**src/rtl/osva_pkg.sv**
```systemverilog
// ----------------------------------------------------------------------------
// osva_pkg: shared types and constants of the voice allocator
// Opcodes, fixed field widths, parameter defaults and the command
// struct passed from the sequencer to the voice file.
// ----------------------------------------------------------------------------
`default_nettype none

package osva_pkg;

    localparam int DEF_NUM_VOICES = 8;
    localparam int DEF_STAMP_BITS = 32;

    localparam int OP_W   = 2;
    localparam int NOTE_W = 7;
    localparam int VEL_W  = 7;
    localparam int DV_W   = 3;
    localparam int VIDX_W = 3;
    localparam int MASK_W = 8;

    typedef enum logic [OP_W-1:0] {
        OP_NOTE_ON    = 2'd0,
        OP_NOTE_OFF   = 2'd1,
        OP_VOICE_DONE = 2'd2
    } t_opcode;

    // Control from sequencer to voice file
    typedef struct packed {
        logic rd_en;   // read note, stamp and busy at the scan address
        logic wr_en;   // start a voice: write note and stamp, set busy
        logic clr_en;  // free a voice
    } t_vf_cmd;

endpackage : osva_pkg

`default_nettype wire

```
**src/rtl/oldest_steal_voice_allocator.sv**
```systemverilog
// ----------------------------------------------------------------------------
// oldest_steal_voice_allocator: polyphonic voice allocator, oldest stealing
// Sequencer that scans the voice file one voice per cycle through a
// shared stamp compare and note match unit.
// ----------------------------------------------------------------------------
// A command is taken when start is high and busy is low. A note on or a
// note off walks all NUM_VOICES voices, one per cycle through the voice
// file read port and the stamp comparator, then passes the commit state
// before its result; a voice-done or an unused opcode is answered from
// idle with no scan. Each command gives exactly one result, shown for
// one cycle with o_valid; the receiver cannot stall it, so it must take
// every result in the cycle it appears. busy stays high from the cycle
// after a note on or note off transfer until its result shows.
// A note on takes the lowest free voice, else the voice with the smallest
// start stamp (lowest index on ties) with o_voice_stolen set. Stamps wrap
// at STAMP_BITS and compare as plain unsigned values.
// ----------------------------------------------------------------------------
`default_nettype none

module oldest_steal_voice_allocator #(
    parameter int NUM_VOICES = osva_pkg::DEF_NUM_VOICES,
    parameter int STAMP_BITS = osva_pkg::DEF_STAMP_BITS
) (
    input  wire logic                          i_clk,
    input  wire logic                          i_rst_n,
    input  wire logic                          start,
    output logic                               busy,
    input  wire logic [osva_pkg::OP_W-1:0]     i_opcode,
    input  wire logic [osva_pkg::NOTE_W-1:0]   i_note,
    input  wire logic [osva_pkg::VEL_W-1:0]    i_velocity,
    input  wire logic [osva_pkg::DV_W-1:0]     i_done_voice,
    output logic                               o_valid,
    output logic [osva_pkg::VIDX_W-1:0]        o_voice_index,
    output logic                               o_voice_started,
    output logic                               o_voice_stolen,
    output logic [osva_pkg::NOTE_W-1:0]        o_start_note,
    output logic [osva_pkg::VEL_W-1:0]         o_start_velocity,
    output logic [osva_pkg::MASK_W-1:0]        o_release_mask
);
    import osva_pkg::*;

    localparam int IDX_W = $clog2(NUM_VOICES);
    localparam int CNT_W = $clog2(NUM_VOICES + 1);
    localparam logic [CNT_W-1:0] CNT_END  = CNT_W'(NUM_VOICES);
    localparam logic [IDX_W-1:0] LAST_IDX = IDX_W'(NUM_VOICES - 1);

    typedef enum logic [1:0] {
        S_IDLE,
        S_SCAN,
        S_COMMIT
    } t_state;

    t_state                r_state,      n_state;
    logic [OP_W-1:0]       r_op,         n_op;
    logic [NOTE_W-1:0]     r_note,       n_note;
    logic [VEL_W-1:0]      r_vel,        n_vel;
    logic [CNT_W-1:0]      r_rd_cnt,     n_rd_cnt;
    logic                  r_cmp_vld,    n_cmp_vld;
    logic [IDX_W-1:0]      r_cmp_idx,    n_cmp_idx;
    logic                  r_free_found, n_free_found;
    logic [IDX_W-1:0]      r_free_idx,   n_free_idx;
    logic [IDX_W-1:0]      r_best_idx,   n_best_idx;
    logic [STAMP_BITS-1:0] r_best_stamp, n_best_stamp;
    logic [MASK_W-1:0]     r_mask,       n_mask;
    logic [STAMP_BITS-1:0] r_stamp_ctr,  n_stamp_ctr;

    logic                  r_valid,      n_valid;
    logic [VIDX_W-1:0]     r_vidx,       n_vidx;
    logic                  r_started,    n_started;
    logic                  r_stolen,     n_stolen;
    logic [NOTE_W-1:0]     r_snote,      n_snote;
    logic [VEL_W-1:0]      r_svel,       n_svel;
    logic [MASK_W-1:0]     r_rmask,      n_rmask;

    t_vf_cmd               vf_cmd;
    logic [IDX_W-1:0]      chosen_idx;
    logic [IDX_W-1:0]      clr_addr;
    logic                  rd_busy;
    logic [NOTE_W-1:0]     rd_note;
    logic [STAMP_BITS-1:0] rd_stamp;

    osva_voice_file #(
        .NUM_VOICES (NUM_VOICES),
        .STAMP_BITS (STAMP_BITS)
    ) u_voice_file (
        .i_clk      (i_clk),
        .i_rst_n    (i_rst_n),
        .i_cmd      (vf_cmd),
        .i_rd_addr  (r_rd_cnt[IDX_W-1:0]),
        .i_wr_addr  (chosen_idx),
        .i_wr_note  (r_note),
        .i_wr_stamp (r_stamp_ctr),
        .i_clr_addr (clr_addr),
        .o_rd_busy  (rd_busy),
        .o_rd_note  (rd_note),
        .o_rd_stamp (rd_stamp)
    );

    assign busy       = (r_state != S_IDLE);
    assign chosen_idx = r_free_found ? r_free_idx : r_best_idx;
    assign clr_addr   = IDX_W'(i_done_voice);

    always_comb begin
        n_state      = r_state;
        n_op         = r_op;
        n_note       = r_note;
        n_vel        = r_vel;
        n_rd_cnt     = r_rd_cnt;
        n_cmp_vld    = 1'b0;
        n_cmp_idx    = r_cmp_idx;
        n_free_found = r_free_found;
        n_free_idx   = r_free_idx;
        n_best_idx   = r_best_idx;
        n_best_stamp = r_best_stamp;
        n_mask       = r_mask;
        n_stamp_ctr  = r_stamp_ctr;
        n_valid      = 1'b0;
        n_vidx       = r_vidx;
        n_started    = r_started;
        n_stolen     = r_stolen;
        n_snote      = r_snote;
        n_svel       = r_svel;
        n_rmask      = r_rmask;
        vf_cmd       = '0;

        case (r_state)
            S_IDLE: begin
                if (start) begin
                    n_op   = i_opcode;
                    n_note = i_note;
                    n_vel  = i_velocity;
                    case (i_opcode)
                        OP_NOTE_ON, OP_NOTE_OFF: begin
                            n_state      = S_SCAN;
                            n_rd_cnt     = '0;
                            n_free_found = 1'b0;
                            n_mask       = '0;
                        end
                        OP_VOICE_DONE: begin
                            vf_cmd.clr_en = (int'(i_done_voice) < NUM_VOICES);
                            n_valid       = 1'b1;
                        end
                        default: begin
                            n_valid = 1'b1;
                        end
                    endcase
                    // Everything but a started voice or a note-off release mask reports all-zero fields
                    n_vidx    = '0;
                    n_started = 1'b0;
                    n_stolen  = 1'b0;
                    n_snote   = '0;
                    n_svel    = '0;
                    n_rmask   = '0;
                end
            end

            S_SCAN: begin
                // Issue the next read; data shows at the compare stage next cycle
                if (r_rd_cnt < CNT_END) begin
                    vf_cmd.rd_en = 1'b1;
                    n_rd_cnt     = r_rd_cnt + 1'b1;
                    n_cmp_vld    = 1'b1;
                    n_cmp_idx    = r_rd_cnt[IDX_W-1:0];
                end
                if (r_cmp_vld) begin
                    if (r_op == OP_NOTE_ON) begin
                        if (!rd_busy && !r_free_found) begin
                            n_free_found = 1'b1;
                            n_free_idx   = r_cmp_idx;
                        end
                        // Strict less-than keeps the lowest index on ties
                        if (r_cmp_idx == '0 || rd_stamp < r_best_stamp) begin
                            n_best_idx   = r_cmp_idx;
                            n_best_stamp = rd_stamp;
                        end
                    end else begin
                        // Voices past the mask width shift out and drop
                        if (rd_busy && rd_note == r_note) begin
                            n_mask = r_mask | (MASK_W'(1) << r_cmp_idx);
                        end
                    end
                    if (r_cmp_idx == LAST_IDX) begin
                        n_state = S_COMMIT;
                    end
                end
            end

            S_COMMIT: begin
                n_valid = 1'b1;
                n_state = S_IDLE;
                if (r_op == OP_NOTE_ON) begin
                    vf_cmd.wr_en = 1'b1;
                    n_stamp_ctr  = r_stamp_ctr + 1'b1;
                    n_vidx       = VIDX_W'(chosen_idx);
                    n_started    = 1'b1;
                    n_stolen     = !r_free_found;
                    n_snote      = r_note;
                    n_svel       = r_vel;
                end else begin
                    n_rmask = r_mask;
                end
            end

            default: begin
                n_state = S_IDLE;
            end
        endcase
    end

    always_ff @(posedge i_clk) begin
        if (!i_rst_n) begin
            r_state     <= S_IDLE;
            r_valid     <= 1'b0;
            r_cmp_vld   <= 1'b0;
            r_stamp_ctr <= '0;
        end else begin
            r_state      <= n_state;
            r_op         <= n_op;
            r_note       <= n_note;
            r_vel        <= n_vel;
            r_rd_cnt     <= n_rd_cnt;
            r_cmp_vld    <= n_cmp_vld;
            r_cmp_idx    <= n_cmp_idx;
            r_free_found <= n_free_found;
            r_free_idx   <= n_free_idx;
            r_best_idx   <= n_best_idx;
            r_best_stamp <= n_best_stamp;
            r_mask       <= n_mask;
            r_stamp_ctr  <= n_stamp_ctr;
            r_valid      <= n_valid;
            r_vidx       <= n_vidx;
            r_started    <= n_started;
            r_stolen     <= n_stolen;
            r_snote      <= n_snote;
            r_svel       <= n_svel;
            r_rmask      <= n_rmask;
        end
    end

    assign o_valid          = r_valid;
    assign o_voice_index    = r_vidx;
    assign o_voice_started  = r_started;
    assign o_voice_stolen   = r_stolen;
    assign o_start_note     = r_snote;
    assign o_start_velocity = r_svel;
    assign o_release_mask   = r_rmask;

endmodule : oldest_steal_voice_allocator

`default_nettype wire

```
**src/rtl/osva_voice_file.sv**
```systemverilog
// ----------------------------------------------------------------------------
// osva_voice_file: per-voice state storage
// Busy flags in flip-flops cleared by reset; note and start stamp in a
// memory with one write port and one registered read port.
// ----------------------------------------------------------------------------
`default_nettype none

module osva_voice_file #(
    parameter int NUM_VOICES = osva_pkg::DEF_NUM_VOICES,
    parameter int STAMP_BITS = osva_pkg::DEF_STAMP_BITS,
    localparam int IDX_W     = $clog2(NUM_VOICES)
) (
    input  wire logic                      i_clk,
    input  wire logic                      i_rst_n,
    input  wire osva_pkg::t_vf_cmd         i_cmd,
    input  wire logic [IDX_W-1:0]          i_rd_addr,
    input  wire logic [IDX_W-1:0]          i_wr_addr,
    input  wire logic [osva_pkg::NOTE_W-1:0] i_wr_note,
    input  wire logic [STAMP_BITS-1:0]     i_wr_stamp,
    input  wire logic [IDX_W-1:0]          i_clr_addr,
    output logic                           o_rd_busy,
    output logic [osva_pkg::NOTE_W-1:0]    o_rd_note,
    output logic [STAMP_BITS-1:0]          o_rd_stamp
);
    import osva_pkg::*;

    logic [NUM_VOICES-1:0] r_busy;
    logic [NOTE_W-1:0]     r_note_mem  [NUM_VOICES];
    logic [STAMP_BITS-1:0] r_stamp_mem [NUM_VOICES];

    // Busy flags: a note on sets, a voice-done clears
    always_ff @(posedge i_clk) begin
        if (!i_rst_n) begin
            r_busy <= '0;
        end else begin
            if (i_cmd.wr_en) begin
                r_busy[i_wr_addr] <= 1'b1;
            end
            if (i_cmd.clr_en) begin
                r_busy[i_clr_addr] <= 1'b0;
            end
        end
    end

    // Note and stamp only matter for busy voices: no reset needed
    always_ff @(posedge i_clk) begin
        if (i_cmd.wr_en) begin
            r_note_mem[i_wr_addr]  <= i_wr_note;
            r_stamp_mem[i_wr_addr] <= i_wr_stamp;
        end
        if (i_cmd.rd_en) begin
            o_rd_busy  <= r_busy[i_rd_addr];
            o_rd_note  <= r_note_mem[i_rd_addr];
            o_rd_stamp <= r_stamp_mem[i_rd_addr];
        end
    end

endmodule : osva_voice_file

`default_nettype wire
```
**config.mk**
```make
export PLATFORM = sky130hd
export DESIGN_NAME = oldest_steal_voice_allocator
export DESIGN_NICKNAME = d
export VERILOG_FILES = /design/src/rtl/osva_pkg.sv /design/src/rtl/oldest_steal_voice_allocator.sv /design/src/rtl/osva_voice_file.sv
export SDC_FILE = /design/constraint.sdc
export NUM_CORES = 1
export LEC_CHECK = 0
export ABC_AREA = 1
export ABC_CLOCK_PERIOD_IN_PS = 3150
export BUFFER_PORTS_ARGS = -buffer_cell sky130_fd_sc_hd__buf_2
export CAP_MARGIN = 15
export CORE_ASPECT_RATIO = 0.7
export CORE_MARGIN = 2
export CORE_UTILIZATION = 49
export DETAILED_ROUTE_END_ITERATION = 8
export PLACE_DENSITY = 0.67
export SKIP_LAST_GASP = 1
export SLEW_MARGIN = 20
export SYNTH_ARGS = -nofsm -noshare
export SYNTH_HDL_FRONTEND = slang
export SYNTH_SLANG_ARGS = --single-unit
```
**constraint.sdc**
```tcl
create_clock -name i_clk -period 3.15 [get_ports i_clk]
set_input_delay 0.63 -clock i_clk [delete_from_list [all_inputs] [get_ports i_clk]]
set_output_delay 0.63 -clock i_clk [all_outputs]
set_load 0.05 [all_outputs]
```
==> Word-level counts from Yosys, hierarchy flattened <==
Memory sizes are Yosys's and may differ from the RTL's. A register that Yosys moved wholly into a read port is not among the register bits.
Index checks and enable logic that the tools add are counted.
{ "classes": {"n_addsub": 2, "n_lt_le_gt_ge": 7, "n_eq_ne": 17, "shifts": 1, "mux": 59, "bitwise": 4, "n_reduce_logical": 26} }
{ "op_table": {"columns": ["cell", "count"], "rows": [
  ["two-way mux 8 bit", 10],
  ["adder 32 x 1 -> 32 bit, second input constant", 1],
  ["< comparator 32 bit", 1],
  ["case mux 8 bit (2 select lines)", 2],
  ["case mux 7 bit (2 select lines)", 2],
  ["two-way mux 1 bit", 22],
  ["two-way mux 7 bit", 3],
  ["inequality test 2 bit, second input constant", 10],
  ["bitwise OR 8 bit", 2],
  ["AND reduction 5 bit", 3],
  ["AND reduction 7 bit", 2],
  ["< comparator 3 x 4 -> 1 bit, second input constant", 3],
  ["two-way mux 4 bit", 3],
  ["AND reduction 4 bit", 3],
  ["two-way mux 3 bit", 3],
  ["bitwise AND 8 bit", 1],
  ["two-way mux 2 bit", 4],
  ["inverter 8 bit", 1],
  ["case mux 1 bit (2 select lines)", 4],
  ["case mux 4 bit (2 select lines)", 1],
  ["<< shifter 1 x 3 -> 8 bit, first input constant", 1],
  ["equality test 7 bit", 1],
  ["demux 1 bit (select 3 bit)", 2],
  ["greater-or-equal comparator 3 x 1 -> 1 bit, second input constant", 2],
  ["other kinds (18)", 29]
]} }
{ "word_totals": {"reg_bits": 142, "mem_bits_rw": 312, "output_inout_bits": 29, "elab_cells": 140, "n_memories": 2} }
{ "mem_list": {"columns": ["name", "words", "word_bits", "rd", "rd_ports_with_merged_regs", "write_ports", "line", "source"], "rows": [
  ["u_voice_file.r_stamp_mem", 8, 32, 1, 1, 1, "osva_voice_file.sv:29", "logic [STAMP_BITS-1:0] r_stamp_mem [NUM_VOICES];"],
  ["u_voice_file.r_note_mem", 8, 7, 1, 1, 1, "osva_voice_file.sv:28", "logic [NOTE_W-1:0] r_note_mem [NUM_VOICES];"]
]} }

==> Logic depth before layout (Yosys ltp) <==
Gate-level depths: netlist of run 1.
{ "logic_depth": {"depth_word": 10, "mapped_depth": 13, "mapped_depth_nobuf": 13} }

==> By module <==
A second synthesis of run 1 with hierarchy kept.
{ "unflattened": {"hier_cells": 2108, "area_unflattened_um2": 21499.4} }
{ "modules_own_cells": {"columns": ["module", "n_inst", "cells_per_inst", "area_each_um2", "seq_area_each_um2"], "rows": [
  ["osva_voice_file", 1, 1476, 15268.4, 10730.3],
  ["oldest_steal_voice_allocator", 1, 632, 6231.0, 3633.5]
]} }

==> Least setup slack after synthesis of run 1 <==
OpenSTA, ideal clock, no wires.
{ "synth_path": {"kind": "reg-to-reg", "start": "reg u_voice_file.o_rd_stamp[5] (read register of u_voice_file.r_stamp_mem)", "end": "reg r_best_idx[0], enable pin", "setup_ps": 439, "t_arrival_ps": 2896, "required_time_ps": 2711, "setup_slack_ps": -185, "path_stages_with_launch": 11, "path_buffers": 0, "period_less_slack_ps": 3335, "path_cell_list": "edfxtp_1 -> ha_1 -> a21oi_1 -> nor2_1 -> nor3_1 -> nand2_1 -> nand2_1 -> nand2_1 -> nand2_1 -> nand2_1 -> a21oi_1"} }
{ "synth_between": {"elab_chain_cells": 3} }
{ "synth_lines": {"columns": ["item", "line", "source"], "rows": [
  ["from (decl)", "osva_voice_file.sv:23", "output logic [STAMP_BITS-1:0] o_rd_stamp"],
  ["< comparator 32 bit", "oldest_steal_voice_allocator.sv:172", "if (r_cmp_idx == '0 || rd_stamp < r_best_stamp) begin"],
  ["logical OR 1 bit", "oldest_steal_voice_allocator.sv:172", null],
  ["AND reduction 5 bit (no source line)", null, null],
  ["to (signal assigned)", "oldest_steal_voice_allocator.sv:226", "r_best_idx <= n_best_idx;"],
  ["to (decl)", "oldest_steal_voice_allocator.sv:62", "logic [IDX_W-1:0] r_best_idx, n_best_idx;"]
]} }
No other way between the ends.
A chain may end at the register's enable or synchronous reset.

==> Worst setup path in the final report of run 1 <==
{ "layout_path": {"start": "reg u_voice_file.o_rd_stamp[27] (read register of u_voice_file.r_stamp_mem)", "end": "reg r_best_stamp[7], enable pin"} }
{ "layout_between": {"elab_chain_cells": 3} }
{ "layout_lines": {"columns": ["item", "line", "source"], "rows": [
  ["< comparator 32 bit", "oldest_steal_voice_allocator.sv:172", null],
  ["logical OR 1 bit", "oldest_steal_voice_allocator.sv:172", null],
  ["AND reduction 5 bit (no source line)", null, null],
  ["to (signal assigned)", "oldest_steal_voice_allocator.sv:227", "r_best_stamp <= n_best_stamp;"],
  ["to (decl)", "oldest_steal_voice_allocator.sv:63", "logic [STAMP_BITS-1:0] r_best_stamp, n_best_stamp;"]
]} }
No other way between the ends.

==> Implementation_results.wiki, run 1 <==
{| class="wikitable"
! Metric !! Value
|-
| NumNets Final || 1,766
|-
| Fraction of layout instances using a drive strength above 1 || a little over a tenth
|-
| Clock period minus worst slack || 2840 ps
|-
| Ratio of total power to cell area || approximately 610 nW/um^2
|-
| Category of the worst setup path capture point || flop
|-
| Area enclosed by the die boundary || 42,000 um^2
|-
| Initial core utilization || 49.7%
|-
| # rows || 61
|-
| Post-CTS sizing || 0
|-
| Starting DRT DRC Count || 1,299
|-
| Share of flip-flops with an asynchronous set or reset || 0%
|-
| Fraction of the cycle the final worst path needs || 90.2%
|-
| Via count of the routed design || 12,400
|-
| Die span in x || 244 um
|-
| Number of buffers inserted during clock tree synthesis || 44
|-
| Antenna violations before repair || 2
|-
| Number of I/O port buffers || 50
|-
| Worst-skew pair later-pin latency || 560 ps
|-
| Worst-Margin Slew || between 1000 and 1500 ps
|-
| EDFF count, synth || 449
|-
| Max_cap viols || 0
|-
| Post-synthesis cell type count || 38
|-
| Clock slew at reported path FFs || ~70 ps
|-
| Die span in y || 172 um
|-
| CP Max Fanout || 28
|-
| Final Setup Violations || 0
|-
| Worst clock skew on the final layout || 22.8 ps
|-
| Total of warnings raised by yosys || 0
|-
| Yosys top cell area share || roughly two thirds
|-
| Number of cells produced by synthesis || 1,647
|-
| Final slew viol count || 0
|-
| Wirelength per Cell || around 19 um
|-
| Number of hold violations in the final report || 0
|-
| Crit path required time || 3400 ps
|-
| Post-Route Utilization || 56.4%
|-
| Master cell of the clock root buffer || sky130_fd_sc_hd__clkbuf_16
|-
| Peak supply drop || 0.000564 V
|-
| Count of hold-fix buffers inserted at cts || 0
|-
| Top-level I/O count || 51
|-
| Worst slew margin relative to its limit || 31.9%
|-
| Arrival time of data at the critical path endpoint || 3090 ps
|-
| CTS tree || done
|-
| Detailed Route WL || roughly 44,000 um
|-
| Number of clock sinks seen by CTS || 493
|-
| Total negative setup slack || 0 ps
|-
| P_leak || 7.58 nW
|-
| Mapped Avg Cell Area || 12.0 um^2
|-
| Pin count of the biggest net entering global routing || 91
|-
| Syn Nets || between 1,500 and 2,000
|-
| Worst Setup Start Kind || flop
|-
| Highest-count cells in the layout ignoring fill and taps || sky130_fd_sc_hd__edfxtp_1, sky130_fd_sc_hd__nor2_1, sky130_fd_sc_hd__o21ai_0
|-
| Met3 wirelength from detailed routing || 3510 um
|-
| Global-route wire length before repair || 68,200 um
|-
| Global routing usage summed across all routing layers || 21.0%
|-
| Number of antenna diodes || 0
|-
| Most common library cell in the layout ignoring fill and taps || sky130_fd_sc_hd__edfxtp_1
|-
| Final HPWL DP || 26,800 um
|-
| Min-Delay Path Class || in -> reg
|-
| Area growth from synthesis to layout || 13.3%
|-
| Number of iterations in the first detailed-routing pass || 6
|-
| Sum of met2 wire segment lengths after detailed routing || ~18,000 um
|-
| Worst hold path cell count || 1
|-
| Predominant post-synthesis flop cell || sky130_fd_sc_hd__edfxtp_1
|-
| Critical path start-end classification || reg -> reg
|-
| Vias in the first global route || 11,800
|-
| Detailed-route vias per instance || 5.45
|-
| Number of H-tree branching levels || 2
|-
| Global route overflow || 0
|-
| Proportion of synthesized chip area in sequential cells || 72.6%
|-
| DRC viols || 0
|-
| Unrepaired setup endpoints after global routing || false
|-
| Highest routed metal layer || met4
|-
| Mapped cell area || between 15,000 and 20,000 um^2
|-
| Timing-limited maximum frequency || 352 MHz
|-
| Placeable core region || 39,800 um^2
|-
| Number of setup buffers added after CTS || 0
|-
| Weighted congestion reported at the end of routability-driven placement || 0.855
|-
| Status || finished, final reports clean
|-
| Biggest area contributors in the synthesized netlist || sky130_fd_sc_hd__edfxtp_1, sky130_fd_sc_hd__nor2_1, sky130_fd_sc_hd__o21ai_0
|-
| Cells on worst reg2reg path || 9
|-
| Synth area leader || sky130_fd_sc_hd__edfxtp_1
|-
| Flops & latches, synth || 493
|-
| Routed met1 length || 21,300 um
|-
| Antenna Violating Nets Remaining || 0
|-
| Max Buffers Root-to-Sink || 3
|}
[stage by stage]
stage	total power [mW]	instances	area [um^2]	hold slack [ps]	worst slack [ps]
2_1_floorplan	8.10	1647	19800	426	-34.4
3_3_place_gp	8.43	2200	21000	435	348
3_5_place_dp	8.46	2200	21000	438	307
4_1_cts	13.8	2282	22400	224	282
5_1_grt	14.2	2282	22400	228	87.8
6_report	13.8	2282	22400	248	308
[cell type report]
type | instances | area, um^2
clock buffers | 58 | 1200
clock inverters | 24 | 259
fillers | 3237 | 17400
inverters | 124 | 468
multi-input cells | 960 | 4770
flip-flops and latches | 493 | 14400
well taps | 535 | 669
repair buffers | 88 | 686
[cell usage after synthesis, drive strengths merged (2+ instances only)]
| cell type | count |
|---|---|
| edfxtp | 449 |
| nor2 | 385 |
| o21ai | 185 |
| nand2 | 127 |
| inv | 122 |
| a21oi | 55 |
| clkbuf | 53 |
| a31oi | 44 |
| dfxtp | 44 |
| o22ai | 42 |
| ha | 33 |
| nor3 | 26 |
| nand3 | 23 |
| buf | 17 |
| xor2 | 8 |
| nand4 | 7 |
| xnor2 | 6 |
| nor4 | 3 |
| o211ai | 3 |
| o21a | 3 |
| or2 | 3 |
| clkinv | 2 |
[worst paths after layout]
kind | from | endpoint | slack, ps
max | u_voice_file.o_rd_stamp[27] | r_best_stamp[7] | 310
min | i_velocity[4] | r_vel[4] | 250
max reg2reg | u_voice_file.o_rd_stamp[27] | r_best_stamp[7] | 310
min reg2reg | u_voice_file.o_rd_stamp[1] | r_best_stamp[1] | 460
[registers in the layout, summed over array words and instances (netlist names), 7 cells and up]
register	flops
u_voice_file.r_stamp_mem	256
u_voice_file.r_note_mem	56
r_best_stamp	32
r_stamp_ctr	32
u_voice_file.o_rd_stamp	32
o_release_mask	8
r_mask	8
u_voice_file.r_busy	8
o_start_note	7
o_start_velocity	7
r_note	7
r_vel	7
u_voice_file.o_rd_note	7
[where the power goes]
| group | internal (mW) | leakage [nW] | total (mW) | switching (mW) |
|---|---|---|---|---|
| Combinational | 0.274 | 2.59 | 1.01 | 0.740 |
| Sequential | 7.24 | 4.28 | 7.31 | 0.0684 |
| Clock | 3.11 | 0.715 | 5.44 | 2.33 |
[layer usage]
metal	GRT usage [%]	up-vias
li1	-	5947
met1	33.2	6014
met2	30.3	416
met3	3.99	53
met4	4.40	0
met5	0	-
[cells by family after synthesis]
| kind of cell | after synthesis | share of synthesized area, % |
|---|---|---|
| AO/OA/AOI/OAI | 335 | 9.20 |
| XOR/XNOR | 14 | 0.620 |
| adder cells (fa/ha/maj) | 33 | 2.09 |
| buffers and inverters | 194 | 3.71 |
| flip-flops | 493 | 72.6 |
| AND/OR/NAND/NOR | 578 | 11.8 |
[critical path, stage by stage (launching register included)]
cell                       delay, ps
sky130_fd_sc_hd__edfxtp_1        390
sky130_fd_sc_hd__ha_1            310
sky130_fd_sc_hd__a21oi_1         160
sky130_fd_sc_hd__o21ai_0         110
sky130_fd_sc_hd__nand2_1          70
sky130_fd_sc_hd__o211ai_1        130
sky130_fd_sc_hd__nor2_1          110
sky130_fd_sc_hd__nand2_1         100
sky130_fd_sc_hd__a21oi_4         810
sky130_fd_sc_hd__buf_4           320
(Power assumes the default switching activity.)
==> run 2: changes to the inputs <==
Settings changed: CELL_PAD_IN_SITES_DETAIL_PLACEMENT set to 1, CELL_PAD_IN_SITES_GLOBAL_PLACEMENT set to 1, CORE_UTILIZATION 49 to 46, GPL_ROUTABILITY_DRIVEN set to 0, PLACE_DENSITY 0.67 to 0.74.
==> run 2 against run 1 <==
- die area increased by 6.4%
- setup slack got worse by 14 ps
- wire length increased by 18%
- critical endpoint is now r_best_stamp[27]
- highest routed layer is now met5
==> Implementation_results.wiki, run 2 (synthesis gave the netlist of run 1 again) <==
{| class="wikitable"
! Metric !! Value
|-
| Detailed-route vias per instance || 5.63 (was 5.45)
|-
| Number of iterations in the first detailed-routing pass || 5 (was 6)
|-
| Clock slew at reported path FFs || 70 ps (about the same)
|-
| Max_cap viols || 0 (unchanged)
|-
| Worst path cell trace || ha_1 > a21oi_1 > nand2_1 > nand2_1 > nand2_1 > nand2_1 > nand2_1 > nand2_1 > nand2_1 > a21oi_4 > buf_4 (was ha_1 > a21oi_1 > o21ai_0 > nand2_1 > o211ai_1 > nor2_1 > nand2_1 > a21oi_4 > buf_4)
|-
| Global-route wire length before repair || 78,900 um (was 68,200 um)
|-
| Highest-count cells in the layout ignoring fill and taps || sky130_fd_sc_hd__edfxtp_1, sky130_fd_sc_hd__nor2_1, sky130_fd_sc_hd__o21ai_0 (unchanged)
|-
| Area growth from synthesis to layout || 13.7% (was 13.3%)
|-
| Post-Route Utilization || 53.0% (was 56.4%)
|-
| Pin count of the biggest net entering global routing || 165 (was 91)
|-
| Registers with the highest flip-flop counts || u_voice_file.r_stamp_mem (256), u_voice_file.r_note_mem (56) (unchanged)
|-
| Number of buffers inserted during clock tree synthesis || 47 (was 44)
|-
| Ratio of total power to cell area || 619 nW/um^2 (was 614 nW/um^2)
|-
| Category of the worst setup path capture point || flop (unchanged)
|-
| Critical path start-end classification || reg -> reg (unchanged)
|-
| Peak supply drop || 0.000484 V (was 0.000564 V)
|-
| Worst clock skew on the final layout || 15.7 ps (was 22.8 ps)
|-
| Timing-limited maximum frequency || 350 MHz (was 352 MHz)
|-
| Wirelength per Cell || 22.3 um (was 19.1 um)
|-
| Number of hold violations in the final report || 0 (unchanged)
|-
| Register-to-register path setup slack || 290 ps (was 310 ps)
|-
| Number of clock sinks seen by CTS || 493 (unchanged)
|-
| Top cell by count, worst path || sky130_fd_sc_hd__nand2_1 (unchanged)
|-
| Worst-skew pair later-pin latency || 570 ps (was 560 ps)
|-
| # rows || 63 (was 61)
|-
| Unrepaired setup endpoints after global routing || false (unchanged)
|-
| Number of I/O port buffers || 50 (unchanged)
|-
| Delay-heaviest family, CP || simple AND/OR/NAND/NOR gates (was compound AO/OA/AOI/OAI gates)
|-
| Vias in the first global route || 13,600 (was 11,800)
|-
| Fraction of layout instances using a drive strength above 1 || 11.0% (was 10.9%)
|-
| Status || finished, final reports clean (unchanged)
|-
| Reported net switching power || 3.25 mW (was 3.14 mW)
|-
| Count of hold-fix buffers inserted at cts || 0 (unchanged)
|-
| Relative contribution of the clock network to total power || 40.0% (was 39.5%)
|-
| CTS tree || done (unchanged)
|-
| Final HPWL DP || 31,400 um (was 26,800 um)
|-
| Initial core utilization || 46.6% (was 49.7%)
|-
| Post-placement cell area || 21,000 um^2 (about the same)
|-
| Min-Delay Path Class || in -> reg (unchanged)
|-
| CP Max Fanout || 16 (was 28)
|-
| Worst Setup Start Kind || flop (unchanged)
|-
| Crit path largest cell delay || 530 ps (was 810 ps)
|-
| Proportion of total power due to net switching || 23.3% (was 22.8%)
|-
| Top-level I/O count || 51 (unchanged)
|-
| Starting DRT DRC Count || 944 (was 1,299)
|-
| Fill cells || 4,371 (was 3,237)
|-
| Number of H-tree branching levels || 2 (unchanged)
|-
| Global route overflow || 0 (unchanged)
|-
| Global routing usage summed across all routing layers || 23.3% (was 21.0%)
|-
| Clock period minus worst slack || 2860 ps (was 2840 ps)
|-
| Number of flip-flops under the largest register name || 256 (unchanged)
|-
| Arrival time of data at the critical path endpoint || 3100 ps (was 3090 ps)
|-
| Part of the total power dissipated in sequential elements || 52.5% (was 53.1%)
|-
| Via count of the routed design || 13,000 (was 12,400)
|-
| Crit path required time || 3390 ps (was 3400 ps)
|-
| NumNets Final || 1,774 (was 1,766)
|-
| Hold Path Origin || i_velocity[6] (was i_velocity[4])
|-
| Cells on worst reg2reg path || 11 (was 9)
|-
| Detailed Route WL || 51,600 um (was 43,600 um)
|-
| Die span in x || 252 um (was 244 um)
|-
| Worst-Margin Slew || 965 ps (was 1020 ps)
|-
| Crit Reg-Reg Startpoint || u_voice_file.o_rd_stamp[3] (was u_voice_file.o_rd_stamp[27])
|-
| Die span in y || 177 um (was 172 um)
|-
| Critical path buffers and inverters || 1 (unchanged)
|-
| Final Setup Violations || 0 (unchanged)
|-
| Area enclosed by the die boundary || 44,700 um^2 (was 42,000 um^2)
|-
| Cell at the slowest stage of the critical path || sky130_fd_sc_hd__a21oi_4 (unchanged)
|-
| DRC viols || 0 (unchanged)
|-
| WHS || 234 ps (was 248 ps)
|-
| Logic pwr share || 7.5% (was 7.4%)
|-
| Antenna Violating Nets Remaining || 0 (unchanged)
|-
| Number of antenna diodes || 0 (unchanged)
|-
| Fraction of the cycle the final worst path needs || 90.7% (was 90.2%)
|-
| Master cell of the clock root buffer || sky130_fd_sc_hd__clkbuf_16 (unchanged)
|-
| Worst slew margin relative to its limit || 35.6% (was 31.9%)
|-
| Antenna violations before repair || 2 (unchanged)
|-
| Cell-internal power || 10.7 mW (was 10.6 mW)
|-
| P_leak || 7.62 nW (was 7.58 nW)
|-
| Fin area || 22,500 um^2 (was 22,400 um^2)
|-
| Placeable core region || 42,400 um^2 (was 39,800 um^2)
|-
| Final slew viol count || 0 (unchanged)
|-
| Worst hold path endpoint || r_vel[6] (was r_vel[4])
|-
| Register with the most flip-flops || u_voice_file.r_stamp_mem (unchanged)
|-
| Worst r2r dst || r_best_stamp[27] (was r_best_stamp[7])
|-
| Max Buffers Root-to-Sink || 3 (unchanged)
|-
| Most common library cell in the layout ignoring fill and taps || sky130_fd_sc_hd__edfxtp_1 (unchanged)
|-
| Worst hold path cell count || 1 (unchanged)
|}
==> run 2: layer usage <==
metal	vias up	share of wire, %	track usage [%]	routed length [um]
li1	5961	-	-	-
met1	6591	47	34.5	24200
met2	372	45	36.3	23100
met3	73	6.5	3.70	3330
met4	2	1.7	5.42	883
met5	-	0.025	0	13
==> run 2: power by group through the flow <==
stage	clock network, mW	logic, mW	registers, mW
global placement	0	0.986	7.45
global route	5.90	1.15	7.33
detailed placement	0	1.03	7.46
finish	5.57	1.04	7.32
floorplan	0	0.548	7.55
CTS	5.66	1.04	7.32
==> run 2: timing repair <==
action | 4_1_cts | 5_1_grt
gates resized for setup | 0 | 0
hold endpoints to repair | 0 | 0
setup buffers | 0 | 0
setup endpoints to repair | 0 | 16
==> run 2: through the flow <==
| step | power, mW | cells | setup TNS (ps) | setup slack [ps] |
|---|---|---|---|---|
| after floorplan | 8.10 | 1647 | -2730 | -34.4 |
| after global placement | 8.43 | 2221 | 0 | 397 |
| after detailed placement | 8.49 | 2221 | 0 | 160 |
| after CTS | 14.0 | 2308 | 0 | 81.4 |
| after global routing | 14.4 | 2309 | 0 | 87.1 |
| final | 13.9 | 2309 | 0 | 294 |
==> run 2: area by class of cell <==
type,count,area (um^2),share of cell area (%)
Multi-Input combinational cell,961,4780,21.2
Clock inverter,19,136,0.606
Sequential cell,493,14400,63.9
Inverter,124,468,2.08
Clock buffer,68,1370,6.08
Tap cell,552,691,3.07
Timing Repair Buffer,92,691,3.07
==> run 2: worst max path at each step <==
stage,depth (start not counted),slack (ps),startpoint,end
finish,11,290,u_voice_file.o_rd_stamp[3],r_best_stamp[27]
CTS,9,80,u_voice_file.o_rd_stamp[27],r_best_stamp[27]
global placement,13,400,u_voice_file.o_rd_stamp[3],r_best_stamp[20]
floorplan,5,-30,r_free_found,u_voice_file.r_note_mem[2][0]
detailed placement,11,160,u_voice_file.o_rd_stamp[23],r_best_stamp[16]
global route,13,90,u_voice_file.o_rd_stamp[3],r_best_stamp[27]
==> run 3: changes to the inputs <==
Settings changed: ABC_AREA 1 to not set, CORE_UTILIZATION 46 to 49, PLACE_DENSITY 0.74 to 0.83.
==> run 3 against run 2 <==
- combinational power shrank 67%
- synthesized cell count fell by 37%
- sequential power shrank 2%
- utilization increased by 3.6 points
- power is 6.6% lower
- clock skew is 2.5 ps higher
- die area shrank 8.2%
- critical endpoint is now r_best_stamp[18]
- largest cell class unchanged
- highest routed layer is now met4
==> Implementation_results.wiki, run 3 <==
{| class="wikitable"
! Metric !! Value
|-
| Yosys top cell area share || 69.8% (was 68.2%)
|-
| Category of the worst setup path capture point || flop (unchanged)
|-
| Cells on worst reg2reg path || 7 (was 11)
|-
| Detailed-route vias per instance || 5.90 (was 5.63)
|-
| Max_cap viols || 0 (unchanged)
|-
| Register with the most flip-flops || u_voice_file.r_stamp_mem (unchanged)
|-
| Global route overflow || 0 (unchanged)
|-
| Worst hold path endpoint || r_note[0] (was r_vel[6])
|-
| Final instance count without filler cells || 1,688 (was 2,309)
|-
| Final HPWL DP || 25,800 um (was 31,400 um)
|-
| Worst Setup Start Kind || flop (unchanged)
|-
| Pin count of the biggest net entering global routing || 84 (was 165)
|-
| Total of warnings raised by yosys || 0 (unchanged)
|-
| Combined flip-flop and latch cell area || 14,400 um^2 (unchanged)
|-
| Number of hold violations in the final report || 0 (unchanged)
|-
| Post-Route Utilization || 56.7% (was 53.0%)
|-
| Proportion of synthesized chip area in sequential cells || 74.4% (was 72.6%)
|-
| Timing-limited maximum frequency || 380 MHz (was 350 MHz)
|-
| Starting DRT DRC Count || 1,010 (was 944)
|-
| Detailed Route WL || 45,400 um (was 51,600 um)
|-
| Final Setup Violations || 0 (unchanged)
|-
| Unrepaired setup endpoints after global routing || false (unchanged)
|-
| Predominant post-synthesis flop cell || sky130_fd_sc_hd__edfxtp_1 (unchanged)
|-
| Worst clock skew on the final layout || 18.2 ps (was 15.7 ps)
|-
| Mapped cell area || 19,300 um^2 (was 19,800 um^2)
|-
| EDFF count, synth || 449 (unchanged)
|-
| Max Buffers Root-to-Sink || 3 (unchanged)
|-
| Antenna Violating Nets Remaining || 0 (unchanged)
|-
| Number of H-tree branching levels || 2 (unchanged)
|-
| Number of instances in the placed design || 1,609 (was 2,221)
|-
| Number of setup buffers added after CTS || 0 (unchanged)
|-
| Most common library cell in the layout ignoring fill and taps || sky130_fd_sc_hd__edfxtp_1 (unchanged)
|-
| Wirelength per Cell || 26.9 um (was 22.3 um)
|-
| Number of buffers inserted during clock tree synthesis || 43 (was 47)
|-
| Register-to-register path setup slack || 520 ps (was 290 ps)
|-
| Fraction of the cycle the final worst path needs || 83.6% (was 90.7%)
|-
| CP Max Fanout || 20 (was 16)
|-
| Fraction of layout instances using a drive strength above 1 || 24.5% (was 11.0%)
|-
| Registers with the highest flip-flop counts || u_voice_file.r_stamp_mem (256), u_voice_file.r_note_mem (56) (unchanged)
|-
| DRC viols || 0 (unchanged)
|-
| Die span in x || 241 um (was 252 um)
|-
| Area enclosed by the die boundary || 41,000 um^2 (was 44,700 um^2)
|-
| Share of flip-flops with an asynchronous set or reset || 0% (unchanged)
|-
| Worst r2r dst || r_best_stamp[18] (was r_best_stamp[27])
|-
| Flops & latches, synth || 493 (unchanged)
|-
| Number of clock sinks seen by CTS || 493 (unchanged)
|-
| Post-synthesis cell type count || 54 (was 38)
|-
| Die span in y || 170 um (was 177 um)
|-
| Placeable core region || 38,700 um^2 (was 42,400 um^2)
|-
| Antenna violations before repair || 0 (was 2)
|-
| Synth top cells by count || sky130_fd_sc_hd__edfxtp_1, sky130_fd_sc_hd__mux4_2, sky130_fd_sc_hd__inv_1 (was sky130_fd_sc_hd__edfxtp_1, sky130_fd_sc_hd__nor2_1, sky130_fd_sc_hd__o21ai_0)
|-
| Final slew viol count || 0 (unchanged)
|-
| Synth area leader || sky130_fd_sc_hd__edfxtp_1 (unchanged)
|-
| Global routing usage summed across all routing layers || 22.9% (was 23.3%)
|-
| Initial core utilization || 50.0% (was 46.6%)
|-
| Worst hold path cell count || 1 (unchanged)
|-
| Peak supply drop || 0.000748 V (was 0.000484 V)
|-
| Number of flip-flops under the largest register name || 256 (unchanged)
|-
| Clock period minus worst slack || 2630 ps (was 2860 ps)
|-
| Final Power || 13.0 mW (was 13.9 mW)
|-
| Min-Delay Path Class || in -> reg (unchanged)
|-
| Crit path required time || 3370 ps (was 3390 ps)
|-
| Syn Nets || 1,094 (was 1,702)
|-
| Worst-skew pair later-pin latency || 550 ps (was 570 ps)
|-
| Biggest area contributors in the synthesized netlist || sky130_fd_sc_hd__edfxtp_1, sky130_fd_sc_hd__mux4_2, sky130_fd_sc_hd__dfxtp_1 (was sky130_fd_sc_hd__edfxtp_1, sky130_fd_sc_hd__nor2_1, sky130_fd_sc_hd__o21ai_0)
|-
| Top-level I/O count || 51 (unchanged)
|-
| Number of antenna diodes || 0 (unchanged)
|-
| Highest-count cells in the layout ignoring fill and taps || sky130_fd_sc_hd__edfxtp_1, sky130_fd_sc_hd__mux4_2, sky130_fd_sc_hd__buf_2 (was sky130_fd_sc_hd__edfxtp_1, sky130_fd_sc_hd__nor2_1, sky130_fd_sc_hd__o21ai_0)
|-
| Master cell of the clock root buffer || sky130_fd_sc_hd__clkbuf_16 (unchanged)
|-
| Area occupied by multi-input gates || 4700 um^2 (was 4780 um^2)
|-
| Most repeated cell in the gate-level netlist after synthesis || sky130_fd_sc_hd__edfxtp_1 (unchanged)
|-
| Count of hold-fix buffers inserted at cts || 0 (unchanged)
|-
| Arrival time of data at the critical path endpoint || 2860 ps (was 3100 ps)
|-
| Hold Path Origin || i_note[0] (was i_velocity[6])
|-
| CTS tree || done (unchanged)
|-
| Number of I/O port buffers || 50 (unchanged)
|-
| Number of iterations in the first detailed-routing pass || 5 (unchanged)
|-
| Clock slew at reported path FFs || 60 ps (was 70 ps)
|-
| P_leak || 7.07 nW (was 7.62 nW)
|-
| Worst-Margin Slew || 856 ps (was 965 ps)
|-
| Via count of the routed design || 9,956 (was 13,000)
|-
| Status || finished, final reports clean (unchanged)
|-
| Worst slew margin relative to its limit || 42.9% (was 35.6%)
|-
| Mapped Avg Cell Area || 18.6 um^2 (was 12.0 um^2)
|-
| # rows || 60 (was 63)
|-
| Number of cells produced by synthesis || 1,039 (was 1,647)
|-
| Crit Reg-Reg Startpoint || u_voice_file.o_rd_stamp[21] (was u_voice_file.o_rd_stamp[3])
|-
| Global-route wire length before repair || 68,800 um (was 78,900 um)
|-
| Post-CTS sizing || 0 (unchanged)
|-
| NumNets Final || 1,182 (was 1,774)
|-
| Ratio of total power to cell area || 594 nW/um^2 (was 619 nW/um^2)
|-
| Critical path start-end classification || reg -> reg (unchanged)
|-
| Fill cells || 3,405 (was 4,371)
|-
| Area growth from synthesis to layout || 13.4% (was 13.7%)
|-
| Vias in the first global route || 11,000 (was 13,600)
|}
## run 3: cell types whose count changed after synthesis, sizes merged, moves of 19 or more
cell    change
a21oi      -38
a31oi      -34
and2       +43
clkbuf     -28
inv        -76
mux2       +40
mux4       +80
nand2      -94
nand2b     +19
nor2      -343
nor3       -21
o21ai     -176
o22ai      -41
## run 3: cells by family after synthesis
| kind of cell | count (synthesis) | share of synthesized area, % |
|---|---|---|
| fa+ha+maj | 33 | 2.14 |
| buf+inv | 82 | 1.69 |
| xor+xnor | 26 | 1.18 |
| flops | 493 | 74.4 |
| mux | 129 | 12.1 |
| simple gates | 203 | 5.91 |
| compound gates | 73 | 2.58 |
## run 3: metal layers
metal  track usage (%)  vias up  part of all wire (%)
li1                  -     4251                     -
met1              31.7     5290                    43
met2              37.6      346                    50
met3              4.12       69                   5.7
met4              6.01        0                   1.8
met5                 0        -                     0
## run 3: cell type report
class | instances | area share (%)
multi-input combinational | 464 | 21.5
clock buffer | 63 | 5.72
clock inverter | 16 | 0.960
inverter | 46 | 0.788
timing repair buffer | 79 | 2.48
sequential | 493 | 65.6
tap | 527 | 3.01
## run 3: per-stage QoR
stage / hold slack, ps / instance area (um^2) / setup WS, ps / TNS (ps)
after floorplan: 417 / 19300 / -180 / -38040
after global placement: 423 / 20400 / 496 / 0
after detailed placement: 448 / 20400 / 445 / 0
after CTS: 237 / 21900 / 519 / 0
after global routing: 246 / 21900 / 438 / 0
final: 258 / 21900 / 518 / 0
## run 3: worst max-delay path, stage by stage, from the launching register on
cell and delay, ps:
sky130_fd_sc_hd__edfxtp_1 420, sky130_fd_sc_hd__ha_1 320, sky130_fd_sc_hd__a21o_1 170, sky130_fd_sc_hd__a21o_1 170
sky130_fd_sc_hd__a221oi_1 530, sky130_fd_sc_hd__nand3_1 210, sky130_fd_sc_hd__o21ai_4 160, sky130_fd_sc_hd__buf_4 320
## run 3: worst max-delay path by stage
stage,start,to,slack [ps],depth (start not counted)
floorplan,r_op[1],u_voice_file.r_note_mem[5][0],-180,3
global placement,i_rst_n,r_best_stamp[16],500,7
detailed placement,i_rst_n,r_best_stamp[19],440,7
CTS,r_stamp_ctr[4],r_stamp_ctr[18],520,5
global route,r_state[0],r_best_stamp[23],440,6
finish,u_voice_file.o_rd_stamp[21],r_best_stamp[18],520,7
## run 3: where the power goes
group / switching [mW] / total [mW] / internal [mW]
sequential: 0.0388 / 7.15 / 7.11
clock: 2.34 / 5.52 / 3.18
combinational: 0.223 / 0.342 / 0.118
total: 2.60 / 13.0 / 10.4
